### src/rtl/upd_pkg.sv
`timescale 1ns / 1ps
// ----------------------------------------------------------------------------
// Percent decoder package
// Shared types, character codes and the hex digit decode used by the front
// end, the run queue and the back end.
// ----------------------------------------------------------------------------
package upd_pkg;

	// Character codes.
	localparam logic [7:0] ChPercent = 8'h25;
	localparam logic [7:0] ChPlus    = 8'h2B;
	localparam logic [7:0] ChSpace   = 8'h20;
	localparam logic [7:0] ChDig0    = 8'h30;
	localparam logic [7:0] ChDig9    = 8'h39;
	localparam logic [7:0] ChLowA    = 8'h61;
	localparam logic [7:0] ChLowF    = 8'h66;
	localparam logic [7:0] ChUpA     = 8'h41;
	localparam logic [7:0] ChUpF     = 8'h46;

	// Run queue geometry.
	localparam int unsigned QDepth = 4;
	localparam int unsigned QPtrW  = $clog2(QDepth);
	localparam int unsigned QCntW  = $clog2(QDepth + 1);

	// Up to three decoded bytes produced by one input item.
	typedef struct packed {
		logic [2:0][7:0] bytes;
		logic [1:0]      count;
		logic            fin;
	} run_t;

	// Result of classifying one character as a hex digit.
	typedef struct packed {
		logic       valid;
		logic [3:0] value;
	} hex_t;

	// Decodes a hex digit of either case; the value is zero when not a digit.
	function automatic hex_t hex_decode(input logic [7:0] c);
		hex_t h;
		h = '0;
		if (c >= ChDig0 && c <= ChDig9) begin
			h.valid = 1'b1;
			h.value = c[3:0];
		end else if ((c >= ChLowA && c <= ChLowF) || (c >= ChUpA && c <= ChUpF)) begin
			h.valid = 1'b1;
			h.value = 4'(c[2:0] + 3'd1) + 4'd8;
		end
		return h;
	endfunction

endpackage

### src/rtl/url_percent_decoder.sv
`timescale 1ns / 1ps
// An accepted item's run is written into the run queue and is shown once it reaches the head.
// Throughput: one item per cycle while the queue is not full and each item gives at most
// one byte; an item giving two or three bytes holds the result side for that many pops.
// The four-entry run queue between the classifier and the byte walker sets the slack.
// Reset (arst_n low, asynchronous) clears the escape state and empties the queue.
// ----------------------------------------------------------------------------
// URL percent decoder
// Decodes percent escapes and plus signs in a byte stream, queueing the runs
// of decoded bytes between a classifying front end and a serialising back end.
// ----------------------------------------------------------------------------
module url_percent_decoder import upd_pkg::*; (
	input  logic       clk,
	input  logic       arst_n,
	input  logic       push,
	output logic       full,
	input  logic [7:0] in_byte,
	input  logic       final_byte,
	output logic       empty,
	input  logic       pop,
	output logic [7:0] out_byte,
	output logic       run_end,
	output logic       stream_end
);

	run_t front_run, head_run;
	logic front_valid, accept, head_pop;

	assign accept = push && !full;

	// Classifier and escape state.
	upd_front u_front (
		.clk        (clk),
		.arst_n     (arst_n),
		.in_byte    (in_byte),
		.final_byte (final_byte),
		.accept     (accept),
		.run        (front_run),
		.run_valid  (front_valid)
	);

	// Runs waiting to be delivered.
	upd_queue u_queue (
		.clk    (clk),
		.arst_n (arst_n),
		.wr_en  (accept && front_valid),
		.wr_run (front_run),
		.rd_en  (head_pop),
		.head   (head_run),
		.full   (full),
		.empty  (empty)
	);

	// Result serialiser.
	upd_back u_back (
		.clk        (clk),
		.arst_n     (arst_n),
		.head       (head_run),
		.head_empty (empty),
		.pop        (pop),
		.head_pop   (head_pop),
		.out_byte   (out_byte),
		.run_end    (run_end),
		.stream_end (stream_end)
	);

	// Runs without bytes are never queued.
	a_head_nonzero: assert property (@(posedge clk) disable iff (!arst_n)
		!empty |-> head_run.count != 2'd0)
		else $error("queued run holds no bytes");

	// The end of the stream is always the end of a run.
	a_stream_run: assert property (@(posedge clk) disable iff (!arst_n)
		(!empty && stream_end) |-> run_end)
		else $error("stream end without run end");

	// A run that is only partly delivered stays at the head.
	a_run_holds: assert property (@(posedge clk) disable iff (!arst_n)
		(pop && !empty && !run_end) |=> !empty)
		else $error("run lost before its last byte");

endmodule

### src/rtl/upd_front.sv
`timescale 1ns / 1ps
// ----------------------------------------------------------------------------
// Percent decoder front end
// Classifies each incoming item against the escape state and forms the run
// of decoded bytes that it causes.
// ----------------------------------------------------------------------------
module upd_front import upd_pkg::*; (
	input  logic       clk,
	input  logic       arst_n,
	input  logic [7:0] in_byte,
	input  logic       final_byte,
	input  logic       accept,
	output run_t       run,
	output logic       run_valid
);

	typedef enum logic [1:0] {
		PH_IDLE  = 2'd0,
		PH_PCT   = 2'd1,
		PH_DIGIT = 2'd2
	} phase_t;

	phase_t     phase_q, phase_nxt;
	logic [7:0] held_q, held_nxt;
	hex_t       hd, hh;
	logic [7:0] mapped;
	logic       is_pct;

	// Work out the decoded bytes and the next escape state for this item.
	always_comb begin
		hd        = hex_decode(in_byte);
		hh        = hex_decode(held_q);
		mapped    = (in_byte == ChPlus) ? ChSpace : in_byte;
		is_pct    = (in_byte == ChPercent);
		run       = '0;
		run.fin   = final_byte;
		phase_nxt = phase_q;
		held_nxt  = held_q;
		case (phase_q)
			PH_PCT: begin
				if (hd.valid) begin
					phase_nxt = PH_DIGIT;
					held_nxt  = in_byte;
				end else begin
					run.bytes[0] = ChPercent;
					run.count    = 2'd1;
					if (!is_pct) begin
						run.bytes[1] = mapped;
						run.count    = 2'd2;
						phase_nxt    = PH_IDLE;
					end
				end
			end
			PH_DIGIT: begin
				held_nxt = '0;
				if (hd.valid) begin
					run.bytes[0] = {hh.value, hd.value};
					run.count    = 2'd1;
					phase_nxt    = PH_IDLE;
				end else begin
					// The held digit is neither a plus nor a percent sign, so it
					// passes through unchanged.
					run.bytes[0] = ChPercent;
					run.bytes[1] = held_q;
					run.count    = 2'd2;
					if (is_pct) begin
						phase_nxt = PH_PCT;
					end else begin
						run.bytes[2] = mapped;
						run.count    = 2'd3;
						phase_nxt    = PH_IDLE;
					end
				end
			end
			default: begin
				if (is_pct) begin
					phase_nxt = PH_PCT;
					held_nxt  = '0;
				end else begin
					run.bytes[0] = mapped;
					run.count    = 2'd1;
					phase_nxt    = PH_IDLE;
				end
			end
		endcase

		// The end of the stream flushes any open escape literally.
		if (final_byte) begin
			if (phase_nxt == PH_PCT) begin
				if (run.count != 2'd3) begin
					run.bytes[run.count] = ChPercent;
					run.count            = run.count + 2'd1;
				end
			end else if (phase_nxt == PH_DIGIT) begin
				// A digit is only newly held when no byte has been produced.
				run.bytes[0] = ChPercent;
				run.bytes[1] = held_nxt;
				run.count    = 2'd2;
			end
			phase_nxt = PH_IDLE;
			held_nxt  = '0;
		end
		run_valid = (run.count != 2'd0);
	end

	// Escape state, updated on every accepted item.
	always_ff @(posedge clk or negedge arst_n) begin
		if (!arst_n) begin
			phase_q <= PH_IDLE;
			held_q  <= '0;
		end else if (accept) begin
			phase_q <= phase_nxt;
			held_q  <= held_nxt;
		end
	end

endmodule

### src/rtl/upd_queue.sv
`timescale 1ns / 1ps
// ----------------------------------------------------------------------------
// Percent decoder run queue
// A short first-in first-out queue of decoded runs between the front end and
// the back end.
// ----------------------------------------------------------------------------
module upd_queue import upd_pkg::*; (
	input  logic clk,
	input  logic arst_n,
	input  logic wr_en,
	input  run_t wr_run,
	input  logic rd_en,
	output run_t head,
	output logic full,
	output logic empty
);

	run_t             mem_q [QDepth];
	logic [QPtrW-1:0] wr_ptr_q, rd_ptr_q;
	logic [QCntW-1:0] cnt_q;

	assign full  = (cnt_q == QCntW'(QDepth));
	assign empty = (cnt_q == '0);
	assign head  = mem_q[rd_ptr_q];

	// Entry storage.
	always_ff @(posedge clk) begin
		if (wr_en) begin
			mem_q[wr_ptr_q] <= wr_run;
		end
	end

	// Pointers and fill count.
	always_ff @(posedge clk or negedge arst_n) begin
		if (!arst_n) begin
			wr_ptr_q <= '0;
			rd_ptr_q <= '0;
			cnt_q    <= '0;
		end else begin
			if (wr_en) begin
				wr_ptr_q <= wr_ptr_q + 1'b1;
			end
			if (rd_en) begin
				rd_ptr_q <= rd_ptr_q + 1'b1;
			end
			if (wr_en && !rd_en) begin
				cnt_q <= cnt_q + 1'b1;
			end else if (rd_en && !wr_en) begin
				cnt_q <= cnt_q - 1'b1;
			end
		end
	end

endmodule

### src/rtl/upd_back.sv
`timescale 1ns / 1ps
// ----------------------------------------------------------------------------
// Percent decoder back end
// Walks through the bytes of the oldest run, one result item per pop, and
// marks the end of each run and of the stream.
// ----------------------------------------------------------------------------
module upd_back import upd_pkg::*; (
	input  logic       clk,
	input  logic       arst_n,
	input  run_t       head,
	input  logic       head_empty,
	input  logic       pop,
	output logic       head_pop,
	output logic [7:0] out_byte,
	output logic       run_end,
	output logic       stream_end
);

	logic [1:0] idx_q;
	logic       take;

	// Select the current byte of the oldest run.
	always_comb begin
		take       = pop && !head_empty;
		out_byte   = head.bytes[idx_q];
		run_end    = (idx_q == head.count - 2'd1);
		stream_end = run_end && head.fin;
		head_pop   = take && run_end;
	end

	// Byte index within the run.
	always_ff @(posedge clk or negedge arst_n) begin
		if (!arst_n) begin
			idx_q <= '0;
		end else if (take) begin
			if (run_end) begin
				idx_q <= '0;
			end else begin
				idx_q <= idx_q + 2'd1;
			end
		end
	end

endmodule

### config.mk
export PLATFORM = sky130hd
export DESIGN_NAME = url_percent_decoder
export DESIGN_NICKNAME = d
export VERILOG_FILES = /design/src/rtl/upd_pkg.sv /design/src/rtl/url_percent_decoder.sv /design/src/rtl/upd_front.sv /design/src/rtl/upd_queue.sv /design/src/rtl/upd_back.sv
export SDC_FILE = /design/constraint.sdc
export NUM_CORES = 1
export LEC_CHECK = 0
export BUFFER_PORTS_ARGS = -buffer_cell sky130_fd_sc_hd__clkbuf_2
export CAP_MARGIN = 20
export CELL_PAD_IN_SITES_DETAIL_PLACEMENT = 0
export CELL_PAD_IN_SITES_GLOBAL_PLACEMENT = 1
export CORE_AREA = 2 2 115 229
export DETAILED_ROUTE_END_ITERATION = 16
export DIE_AREA = 0 0 117 231
export GPL_TIMING_DRIVEN = 0
export MAX_ROUTING_LAYER = met4
export PLACE_DENSITY_LB_ADDON = 0.1
export SYNTH_ARGS = -nofsm -noshare
export SYNTH_HDL_FRONTEND = slang
export SYNTH_SLANG_ARGS = --single-unit
### constraint.sdc
create_clock -name clk -period 3.45 [get_ports clk]
set_input_delay 0.1725 -clock clk [delete_from_list [all_inputs] [get_ports clk]]
set_output_delay 0.1725 -clock clk [all_outputs]
set_load 0.005 [all_outputs]
-- Word-level counts from Yosys, hierarchy flattened
Memory sizes are Yosys's and may differ from the RTL's.
Index checks and enable logic that the tools add are counted.
- bits in registers: 19
- bits in writable memories: 108
- memories kept: 1
- add/sub/neg operators: 11
- magnitude comparators: 15
- equality and inequality tests: 9
- multiplexer cells: 39
- bitwise logic cells: 3
- reductions and logical operators: 23
- memories (memory ; depth ; width ; read ports ; clocked after memory_dff ; wr ports ; line ; source):
    u_queue.mem_q ; 4 ; 27 ; 1 ; 0 ; 1 ; upd_queue.sv:18 ; run_t mem_q [QDepth];
- operators by type and width (kind ; number):
    8-bit two-way mux ; 9
    18-bit two-way mux ; 3
    26-bit two-way mux ; 2
    8-bit by 7-bit >= comparator with 1-bit output, second input constant ; 4
    8-bit by 7-bit <= comparator with 1-bit output, second input constant ; 4
    8-bit one-hot mux with 2 select lines ; 2
    10-bit two-way mux ; 2
    10-bit one-hot mux with 2 select lines ; 1
    8-bit binary-select mux with 2-bit select ; 1
    8-bit demux with 2-bit select ; 1
    8-bit by 6-bit == test with 1-bit output, second input constant ; 2
    8-bit by 6-bit >= comparator with 1-bit output, second input constant ; 2
    8-bit by 6-bit <= comparator with 1-bit output, second input constant ; 2
    16-bit two-way mux ; 1
    15-bit bitwise AND ; 1
    15-bit inverter ; 1
    1-bit logical AND ; 14
    2-bit two-way mux ; 6
    5-bit two-way mux ; 2
    9-bit bitwise OR ; 1
    2-bit by 1-bit adder with 2-bit output, second input constant ; 4
    3-bit by 1-bit adder with 4-bit output, second input constant ; 2
    4-bit adder, second input constant ; 2
    4-bit two-way mux ; 2
    17 further kinds ; 29

-- Longest topological paths before layout
Gate-level depths: netlist of the first run.
- word-level depth: 22
- mapped depth: 13

-- By module
A second synthesis of the first run with hierarchy kept.
- cell total of the unflattened synthesis: 413
- area, all modules: 6107.1 µm²
- by module, submodules not included (module ; times used ; cells each ; area each (µm²) ; sequential area each (µm²)):
    upd_queue ; 1 ; 175 ; 4299.1 ; 3418.3
    upd_front ; 1 ; 192 ; 1477.7 ; 250.2
    upd_back ; 1 ; 44 ; 315.3 ; 50.0
    url_percent_decoder ; 1 ; 2 ; 15.0 ; 0.0

-- Worst setup path after synthesis of the first run
Ideal clock, no wire load.
- path type: register -> register
- start: reg u_front.phase_q[0]
- end: reg u_queue.cnt_q[1]
- library setup time: 0.125 ns
- arrival time: 2.912 ns
- required time: 3.325 ns
- path slack: 0.413 ns
- stages on the path, launching flop included: 12
- path through: dfrtp_1 > inv_1 > ha_1 > clkbuf_1 > a211oi_1 > nor4_1 > o311ai_1 > a41oi_4 > ha_1 > inv_1 > fa_1 > mux2_2
- longest elaborated chain between the ends: 12
- elaborated cells between the ends (all ways): 21
- those cells by class: add/sub: 1; eq/ne: 5; mux: 9; reduce/logical: 6
- RTL lines (what ; line ; source):
    start, declared ; upd_front.sv:23 ; phase_t phase_q, phase_nxt;
    start signal, assigned ; upd_front.sv:112 ; phase_q <= phase_nxt;
    parallel branches: the longest is 6 deep, another holds 2-bit by 1-bit adder with 2-bit output ; n/a ;
    26-bit two-way mux * ; upd_front.sv:88 ; if (final_byte) begin
    2-bit nonzero test * ; upd_front.sv:103 ; run_valid = (run.count != 2'd0);
    1-bit logical AND * ; url_percent_decoder.sv:46 ; .wr_en (accept && front_valid),
    named net u_queue.wr_en ; upd_queue.sv:10 ; input logic wr_en,
    1-bit logical NOT ; upd_queue.sv:48 ; end else if (rd_en && !wr_en) begin
    1-bit logical AND ; upd_queue.sv:48 ;
    2-bit nonzero test (no line) ; n/a ;
    end signal, assigned ; upd_queue.sv:47 ; cnt_q <= cnt_q + 1'b1;
    end signal, assigned ; upd_queue.sv:49 ; cnt_q <= cnt_q - 1'b1;
    end, declared ; upd_queue.sv:20 ; logic [QCntW-1:0] cnt_q;
Mark *: on every way through the listed nets, which the timed path passes.
A chain may end at the register's enable or synchronous reset.

-- Worst setup path after layout of the first run
- start: reg u_front.phase_q[0]
- end: mem u_queue.mem_q[3][8] in the netlist's numbering (enable)
- longest elaborated chain between the ends: 11
- elaborated cells between the ends (all ways): 18
- those cells by class: add/sub: 1; eq/ne: 5; mux: 10; reduce/logical: 2
- RTL lines (what ; line ; source):
    parallel branches: the longest is 6 deep, another holds 2-bit by 1-bit adder with 2-bit output ; n/a ;
    26-bit two-way mux * ; upd_front.sv:88 ;
    2-bit nonzero test * ; upd_front.sv:103 ;
    1-bit logical AND * ; url_percent_decoder.sv:46 ;
    named net u_queue.wr_en ; upd_queue.sv:10 ;
    1-bit two-way mux * ; upd_queue.sv:28 ; if (wr_en) begin
    1-bit two-way mux (implied by the code) * ; upd_queue.sv:29 ; mem_q[wr_ptr_q] <= wr_run;
    end, declared ; upd_queue.sv:18 ;
Marked as above.

==> results.yml, run 1 <==
routing:
  wl_um: 18000
  dr.pass1.iters: 6
  vias: 3861
  viasPerCell: 4.66
  drc: 0
  wl_per_cell_um: 21.7
  drt_iter0_drc: 207
  ant_nets: 0
sta:
  slew_headroom_pct: 40.5
  min_period_over_period_pct: 96.1
  setup_viol: 0
  max_slew.worst_pin.slew_ns: 0.893
  rsz0062_at_grt: "true"
  hold_viol: 0
  period_minus_slack_ns: 3.31
  fin_skew_ns: 0.00880
  slew_violations: 0
  fmax_ghz: 0.302
  final.setup.tns_ns: 0
worst_setup_path:
  crit_path_start_kind: "register"
  crit_required_ns: 3.49
  worstPathArrival_ns: 3.35
  path_class: "reg -> reg"
  end_kind: "register"
  cp_max_fo: 27
clock_network:
  path_clk_slew_ns: 0.06
  cts_tree: "yes"
  root_buffer: "clkbuf_16"
  clock-sinks: 127
  clkLatencyLatePin_ns: 0.42
  htree_levels: 4
  clk_path_buf_depth: 2
  numCtsBuffers: 17
pwr:
  pwr-share-clk_pct: 33.5
  power.switching_mw: 1.63
  power_frac_comb_pct: 28.9
  finalPower_mw: 5.40
  leakagePower_nw: 2.54
  power_density_nw_per_um2: 722
  p_seq_share_pct: 37.6
  ir_drop_v: 0.000327
  internal_power_mw: 3.78
  p_sw_share_pct: 30.1
layout:
  drive_gt1_share_pct: 24.8
  layout.cells.non_filler: 828
  multi_input_area_sq_um: 2400
  fin_util_pct: 29.4
  regArea_sq_um: 3720
  syn_to_final_growth_pct: 19.8
  fillers: 2592
  fin_nets: 506
  antenna_cells: 0
global_route:
  antenna_found_initial: 0
  grt_usage_pct: 14.4
  grt_pass1_vias: 4033
  grt_max_degree: 28
  grt_overflow: 0
  grt_pass1_wl_um: 26500
die:
  die_h_um: 231
  io_pins: 25
  core_sq_um: 25400
  die_w_um: 117
  dieArea_sq_um: 27000
  start_util_pct: 24.6
  rows: 83
synthesis:
  synth_area_leaders: "edfxtp_1 52%, mux4_2 9.7%, dfrtp_1 7.6%"
  syn_inst: 429
  async_reset_ff_share_pct: 15.0
  synth_fp_nets: 459
  synth_ff_type: "edfxtp_1"
  ys_seq_area_share_pct: 59.5
  ys.warnings.count: 0
  avgSynthCellArea_sq_um: 14.6
  synth_top_area_share_pct: 51.9
  synth_edf_count: 108
  syn-cell-area_sq_um: 6250
  ys_types: 72
  ys_seq_elements: 127
  yosys.area.top_type: "edfxtp_1"
placed_design:
  io_buffers: 23
  dp.cells: 792
  dp_hpwl_um: 12200
  gp_congestion: 0.784
run_status:
  outcome: "complete, no violations"
run:
  drv_cap: 0
worst_hold_path:
  hold_class: "in -> reg"
-- kinds of logic after synthesis --
family	Yosys count	share of synthesized area, %
compound gates	95	11.7
xor+xnor	7	0.981
fa+ha+maj	17	3.52
buf+inv	47	3.08
flops	127	59.5
mux	39	11.8
simple gates	97	9.43
-- flip-flops by register name, indices dropped and copies added, names as in the netlist --
| signal | cells |
|---|---|
| u_front.held_q | 8 |
| u_queue.rd_ptr_q | 2 |
| u_queue.cnt_q | 3 |
| u_back.idx_q | 2 |
| u_queue.mem_q | 108 |
| u_front.phase_q | 2 |
| u_queue.wr_ptr_q | 2 |
-- cell usage in the layout (no fill, tap or decap), types with 7 or more instances in the layout --
| cell type | netlist | layout |
|---|---|---|
| o21ai_0 | 11 | 11 |
| clkbuf_1 | 18 | 17 |
| a32oi_1 | 7 | 7 |
| dfrtp_1 | 19 | 18 |
| o22ai_1 | 11 | 11 |
| nand2b_1 | 11 | 10 |
| mux2i_1 | 10 | 9 |
| nand2_1 | 19 | 19 |
| buf_2 | 7 | 7 |
| nor2_1 | 9 | 9 |
| clkbuf_2 | 0 | 24 |
| a21oi_1 | 13 | 13 |
| edfxtp_1 | 108 | 108 |
| ha_1 | 16 | 14 |
| nand3_1 | 11 | 11 |
| mux4_2 | 27 | 27 |
| inv_1 | 19 | 19 |
| clkbuf_16 | 0 | 17 |
-- layout make-up --
cell class / count / share of cell area (%)
flip-flops and latches: 127 / 49.7
multi-input cells: 255 / 32.0
clock buffers: 18 / 5.73
well taps: 340 / 5.68
clock inverters: 13 / 2.14
repair buffers: 28 / 2.07
plain buffers: 28 / 1.69
inverters: 19 / 0.953
-- per-layer routing --
| layer | GRT usage, % | up-vias | wire length, um |
|---|---|---|---|
| met2 | 24.5 | 89 | 9650 |
| met5 | - | - | 0 |
| met4 | 4.38 | 0 | 250 |
| li1 | - | 1791 | - |
| met1 | 17.4 | 1965 | 7460 |
| met3 | 2.21 | 16 | 613 |
-- timing repair --
action                                  4_1_cts  5_1_grt
pin swaps                                     1        3
gates resized for setup                       7       15
endpoints found under the setup margin      110       83
hold endpoints to repair                     19        0
buffers inserted                              1        3
hold buffers                                  1        0
-- cell usage after synthesis, types with 3 or more instances --
master / instances
a21boi_0: 6
a21o_1: 3
a21oi_1: 13
a22o_1: 6
a31o_2: 3
a32o_1: 3
a32oi_1: 7
and2_1: 6
and2_2: 4
and3_1: 3
buf_2: 7
clkbuf_1: 18
dfrtp_1: 19
edfxtp_1: 108
ha_1: 16
inv_1: 19
mux2i_1: 10
mux4_2: 27
nand2_1: 19
nand2b_1: 11
nand3_1: 11
nand3b_1: 3
nor2_1: 9
nor2b_1: 3
nor3_1: 5
nor3b_1: 3
o211ai_1: 3
o21ai_0: 11
o21bai_1: 3
o22ai_1: 11
xnor2_1: 5
-- critical path, stage by stage, from the launching register on --
cell and delay [ns]:
dfrtp_2 0.42, inv_1 0.06, ha_1 0.30, buf_4 0.19, a211oi_4 0.31, o31a_1 0.30
o311ai_4 0.20, a41oi_4 0.40, and2_2 0.73
-- power groups by stage --
stage	sequential (mW)	combinational (mW)	clock [mW]
floorplan	2.04	1.05	0
global placement	2.07	1.58	0
detailed placement	2.07	1.57	0
CTS	2.03	1.58	1.85
global route	2.05	1.72	1.92
finish	2.03	1.56	1.81
-- metrics by stage --
step | worst slack, ns | hold WS (ns) | area [sq um]
detailed placement | -0.315 | 0.192 | 6790
global placement | -0.356 | 0.184 | 6790
finish | 0.136 | 0.0702 | 7490
floorplan | 0.413 | -0.123 | 6250
global route | -0.0568 | 0.0751 | 7490
CTS | -0.00229 | 0.0497 | 7420
-- final timing paths --
| check | start | slack (ns) | endpoint | cells past startpoint |
|---|---|---|---|---|
| max | u_front.phase_q[0] | 0.14 | u_queue.mem_q[3][8] | 8 |
| min | in_byte[6] | 0.07 | u_front.held_q[6] | 2 |
| max reg2reg | u_front.phase_q[0] | 0.14 | u_queue.mem_q[3][8] | 8 |
| min reg2reg | u_queue.cnt_q[2] | 0.49 | u_queue.cnt_q[2] | 1 |
| max in group asynchronous | arst_n | 2.77 | u_front.phase_q[0] | 2 |
| min in group asynchronous | arst_n | 0.28 | u_back.idx_q[0] | 2 |
Note: power is estimated with default switching activity, not from simulation.
==> inputs of run 2 (changes only) <==
--- a/config.mk
+++ b/config.mk
@@ -9,9 +9,9 @@
 export CAP_MARGIN = 20
 export CELL_PAD_IN_SITES_DETAIL_PLACEMENT = 0
 export CELL_PAD_IN_SITES_GLOBAL_PLACEMENT = 1
-export CORE_AREA = 2 2 115 229
+export CORE_AREA = 2 2 133 199
 export DETAILED_ROUTE_END_ITERATION = 16
-export DIE_AREA = 0 0 117 231
+export DIE_AREA = 0 0 135 201
 export GPL_TIMING_DRIVEN = 0
 export MAX_ROUTING_LAYER = met4
 export PLACE_DENSITY_LB_ADDON = 0.1
==> results.yml, run 2 (synthesis gave the netlist of run 1 again) <==
worst_setup_path:
  crit_path_max_incr_delay_ns: 0.42
  cp_max_fo: 10
  path_cells: "inv_1 -> ha_1 -> buf_2 -> a211oi_4 -> o31a_1 -> o311ai_4 -> a41oi_4 -> ha_2 -> inv_1 -> fa_1 -> xor2_1 -> nor2_1 -> xor2_1"
  worstPathArrival_ns: 3.63
  path_class: "reg -> reg"
  crit_required_ns: 3.78
  critPathBufInv: 3
  crit_path_start_kind: "register"
  crit_slowest_cell: "dfrtp_2"
  end_kind: "register"
  cp_top_family: "compound AO/OA/AOI/OAI gates"
layout:
  final_area_sq_um: 7460
  fillers: 2631
  final_cell_mix: "108 x edfxtp_1, 27 x mux4_2, 23 x clkbuf_2, 20 x clkbuf_1"
  top_register: "u_queue.mem_q"
  syn_to_final_growth_pct: 19.5
  antenna_cells: 0
  final_common_cell: "edfxtp_1"
  layout.cells.non_filler: 823
  fin_util_pct: 29.2
  fin_nets: 507
  biggestRegsByFlops: "u_queue.mem_q x108, u_front.held_q x8, u_queue.cnt_q x3"
  multi_input_area_sq_um: 2390
  largest_reg_flops: 108
  drive_gt1_share_pct: 24.7
  regArea_sq_um: 3720
global_route:
  grt_use_met3_pct: 2.58
  top_usage_layer: "met2"
  grt.met2_usage_pct: 24.0
  grt_pass1_wl_um: 26400
  grt_pass1_vias: 4164
  grt_max_degree: 28
  grt_overflow: 0
  grt_usage_pct: 13.9
  antenna_found_initial: 0
  use_met1_pct: 15.8
placed_design:
  placed_area_sq_um: 6780
  io_buffers: 23
  dp_hpwl_um: 12400
  dp.cells: 785
  gp_congestion: 0.785
  place_ws_ns: -0.252
sta:
  fin_skew_ns: 0.0103
  period_minus_slack_ns: 3.30
  layout_setup_ws_ns: 0.153
  max_slew.worst_pin.slew_ns: 1.25
  hold_viol: 0
  fmax_ghz: 0.303
  slew_headroom_pct: 15.5
  slew_violations: 0
  setup_viol: 0
  min_period_over_period_pct: 95.6
  rsz0062_at_grt: "true"
  holdWs_ns: 0.0553
  final.setup.tns_ns: 0
run:
  drv_cap: 0
clock_network:
  clkLatencyLatePin_ns: 0.41
  root_buffer: "clkbuf_16"
  clk_path_buf_depth: 2
  numCtsBuffers: 17
  htree_levels: 4
  clock-sinks: 127
  cts_tree: "yes"
  path_clk_slew_ns: 0.06
pwr:
  ir_drop_v: 0.000319
  power_density_nw_per_um2: 710
  finalPower_mw: 5.30
  leakagePower_nw: 2.55
worst_hold_path:
  hold_class: "in -> reg"
die:
  die_h_um: 201
  core_sq_um: 25600
  dieArea_sq_um: 27100
  io_pins: 25
  die_w_um: 135
  rows: 72
  start_util_pct: 24.4
routing:
  drt_iter0_drc: 220
  ant_nets: 0
  viasPerCell: 4.71
  wl_per_cell_um: 21.0
  wl_um: 17300
  dr.pass1.iters: 5
  drc: 0
  vias: 3876
run_status:
  outcome: "complete, no violations"
run 2: cell count changes in the layout (fill, tap and decap cells not counted), sizes merged:
| cell | previous run | this run |
|---|---|---|
| inv | 23 | 19 |
| buf | 15 | 17 |
| clkbuf | 58 | 64 |
| clkinvlp | 3 | 0 |
| clkinv | 3 | 5 |
| bufinv | 3 | 2 |
run 2: path summary, 6_finish.rpt:
check | startpoint | end | slack, ns | depth (start not counted)
min in group asynchronous | arst_n | u_front.held_q[6] | 0.29 | 2
min | final_byte | u_queue.mem_q[0][0] | 0.06 | 1
max reg2reg | u_front.phase_q[0] | u_queue.cnt_q[2] | 0.15 | 13
max in group asynchronous | arst_n | u_front.phase_q[0] | 2.74 | 2
max | u_front.phase_q[0] | u_queue.cnt_q[2] | 0.15 | 13
min reg2reg | u_queue.cnt_q[2] | u_queue.cnt_q[2] | 0.48 | 1
run 2: cell type report:
cell class | count | area share [%]
repair buffers | 30 | 2.28
multi-input cells | 255 | 32.0
flip-flops and latches | 127 | 49.8
plain buffers | 27 | 1.59
well taps | 333 | 5.58
clock inverters | 7 | 1.12
clock buffers | 25 | 6.64
inverters | 19 | 0.956
run 2: power by group:
| part | switching, mW | internal, mW | total [mW] |
|---|---|---|---|
| logic | 0.828 | 0.695 | 1.52 |
| clock network | 0.614 | 1.13 | 1.75 |
| registers | 0.0818 | 1.95 | 2.03 |
run 2: repair_timing:
item                                    4_1_cts  5_1_grt
endpoints found under the setup margin      110      110
pin swaps                                     0        3
setup buffers                                 0        6
hold endpoints to repair                     19        0
gates resized for setup                       5       13
gates cloned                                  0        0
hold buffers                                  1        0
run 2: metal layers:
metal / up-vias / part of all wire, %
li1: 1802 / -
met1: 1969 / 41
met2: 84 / 53
met3: 21 / 2.7
met4: 0 / 3.1
met5: - / 0
==> inputs of run 3 (changes only) <==
--- a/config.mk
+++ b/config.mk
@@ -7,14 +7,11 @@
 export LEC_CHECK = 0
 export BUFFER_PORTS_ARGS = -buffer_cell sky130_fd_sc_hd__clkbuf_2
 export CAP_MARGIN = 20
-export CELL_PAD_IN_SITES_DETAIL_PLACEMENT = 0
-export CELL_PAD_IN_SITES_GLOBAL_PLACEMENT = 1
 export CORE_AREA = 2 2 133 199
 export DETAILED_ROUTE_END_ITERATION = 16
 export DIE_AREA = 0 0 135 201
 export GPL_TIMING_DRIVEN = 0
 export MAX_ROUTING_LAYER = met4
-export PLACE_DENSITY_LB_ADDON = 0.1
 export SYNTH_ARGS = -nofsm -noshare
 export SYNTH_HDL_FRONTEND = slang
 export SYNTH_SLANG_ARGS = --single-unit
==> results.yml, run 3 (synthesis gave the netlist of run 1 again) <==
worst_setup_path:
  crit_path_start_kind: "register"
  path_class: "reg -> reg"
  cp_max_fo: 7
  critPathBufInv: 2
  cp_top_family: "adder cells"
  reg2regPathDepth: 12
  crit_path_max_incr_delay_ns: 0.44
  ff2ff_setup_slack_ns: 0.14
  worstPathArrival_ns: 3.64
  path_cells: "inv_1 -> ha_2 -> or4bb_1 -> nor4_2 -> o311ai_2 -> a41oi_4 -> ha_2 -> inv_1 -> fa_1 -> xor2_1 -> nor2_1 -> xor2_1"
  rr_startpoint: "u_front.phase_q[1]"
  crit_required_ns: 3.78
  r2r_end: "u_queue.cnt_q[2]"
  end_kind: "register"
  crit_slowest_cell: "or4bb_1"
worst_hold_path:
  hold_end: "u_front.held_q[6]"
  holdCritStartpoint: "in_byte[6]"
  hold_class: "in -> reg"
  hold_path_depth: 2
layout:
  fin_nets: 508
  fin_util_pct: 29.2
  regArea_sq_um: 3720
  syn_to_final_growth_pct: 19.7
  multi_input_area_sq_um: 2370
  biggestRegsByFlops: "u_queue.mem_q x108, u_front.held_q x8, u_queue.cnt_q x3"
  top_register: "u_queue.mem_q"
  final_common_cell: "edfxtp_1"
  final_cell_mix: "108 x edfxtp_1, 27 x mux4_2, 24 x clkbuf_2, 19 x inv_1, 19 x nand2_1"
  fillers: 2582
  antenna_cells: 0
  largest_reg_flops: 108
  drive_gt1_share_pct: 24.7
sta:
  holdWs_ns: 0.0375
  layout_setup_ws_ns: 0.142
  hold_viol: 0
  min_period_over_period_pct: 95.9
  slew_violations: 0
  max_slew.worst_pin.slew_ns: 1.03
  period_minus_slack_ns: 3.31
  final.setup.tns_ns: 0
  fmax_ghz: 0.302
  setup_viol: 0
  slew_headroom_pct: 30.8
  fin_skew_ns: 0.00839
pwr:
  internal_power_mw: 3.82
  ir_drop_v: 0.000323
  p_sw_share_pct: 27.9
  pwr-share-clk_pct: 34.1
  leakagePower_nw: 2.56
  power_density_nw_per_um2: 709
  power_frac_comb_pct: 27.4
  finalPower_mw: 5.30
  p_seq_share_pct: 38.4
  power.switching_mw: 1.48
clock_network:
  clock-sinks: 127
  htree_levels: 4
  numCtsBuffers: 17
  root_buffer: "clkbuf_16"
  clk_path_buf_depth: 2
  path_clk_slew_ns: 0.06
  clkLatencyLatePin_ns: 0.41
  cts_tree: "yes"
global_route:
  grt_pass1_vias: 4029
  grt_overflow: 0
  grt_usage_pct: 11.2
  grt_pass1_wl_um: 22400
  grt_max_degree: 28
  antenna_found_initial: 0
placed_design:
  dp_hpwl_um: 10300
  gp_congestion: 0.876
  io_buffers: 23
  place_ws_ns: -0.164
run:
  drv_cap: 0
die:
  rows: 72
  die_w_um: 135
  core_sq_um: 25600
  die_h_um: 201
  dieArea_sq_um: 27100
  io_pins: 25
  start_util_pct: 24.4
routing:
  drc: 0
  dr.pass1.iters: 6
  vias: 3875
  viasPerCell: 4.71
  ant_nets: 0
  wl_um: 14300
  wl_per_cell_um: 17.3
  drt_iter0_drc: 309
run_status:
  outcome: "complete, no violations"
## run 3: cell types whose count changed in the layout (fill, tap and decap cells not counted), sizes merged
cell,before,now
clkbuf,64,59
bufinv,2,4
clkinvlp,0,1
clkinv,5,7
## run 3: power groups by stage
stage	clock, mW	sequential (mW)	combinational [mW]
after floorplan	0	2.04	1.05
after global routing	1.90	2.06	1.63
after global placement	0	2.06	1.49
after detailed placement	0	2.07	1.50
final	1.81	2.04	1.45
after CTS	1.84	2.04	1.51
## run 3: cell type report
type | count | area share, %
Sequential cell | 127 | 49.8
Timing Repair Buffer | 31 | 2.38
Clock inverter | 12 | 2.26
Multi-Input combinational cell | 255 | 31.7
Clock buffer | 19 | 5.79
Inverter | 19 | 0.954
Tap cell | 333 | 5.57
Buffer | 27 | 1.59
## run 3: through the flow
step	std cells	area, sq um
CTS	817	7410
global placement	785	6780
detailed placement	785	6780
global route	823	7480
floorplan	429	6250
finish	823	7480
## run 3: worst max-delay path by stage
stage | startpoint | to | slack, ns | depth (start not counted)
2_1_floorplan | u_front.phase_q[0] | u_queue.cnt_q[1] | 0.41 | 11
3_3_place_gp | in_byte[1] | u_queue.cnt_q[1] | -0.1 | 12
3_5_place_dp | u_front.phase_q[0] | u_queue.cnt_q[1] | -0.16 | 11
4_1_cts | u_front.phase_q[0] | u_queue.cnt_q[2] | 0.01 | 13
5_1_grt | u_front.phase_q[0] | u_queue.cnt_q[2] | -0.005 | 13
6_report | u_front.phase_q[1] | u_queue.cnt_q[2] | 0.14 | 12
## run 3: worst reg2reg max path, cell delays in order, from the launching register on
cell and delay, ns:
dfrtp_1 0.41, inv_1 0.16, ha_2 0.31, or4bb_1 0.44, nor4_2 0.27, o311ai_2 0.21, a41oi_4 0.31, ha_2 0.26
inv_1 0.05, fa_1 0.37, xor2_1 0.17, nor2_1 0.13, xor2_1 0.15
## run 3: timing repair
item,4_1_cts,5_1_grt
hold buffers,1,0
gates resized for setup,4,7
buffers inserted,0,7
setup endpoints to repair,2,110
cloned,0,0
pin swaps,0,3
endpoints found under the hold margin,19,0
## run 3: metal layers
layer	up-vias	part of all wire, %	track usage [%]
met3	37	3.5	2.30
met4	0	4.1	5.58
met1	1932	37	11.3
li1	1806	-	-
met2	100	55	20.4
met5	-	0	-
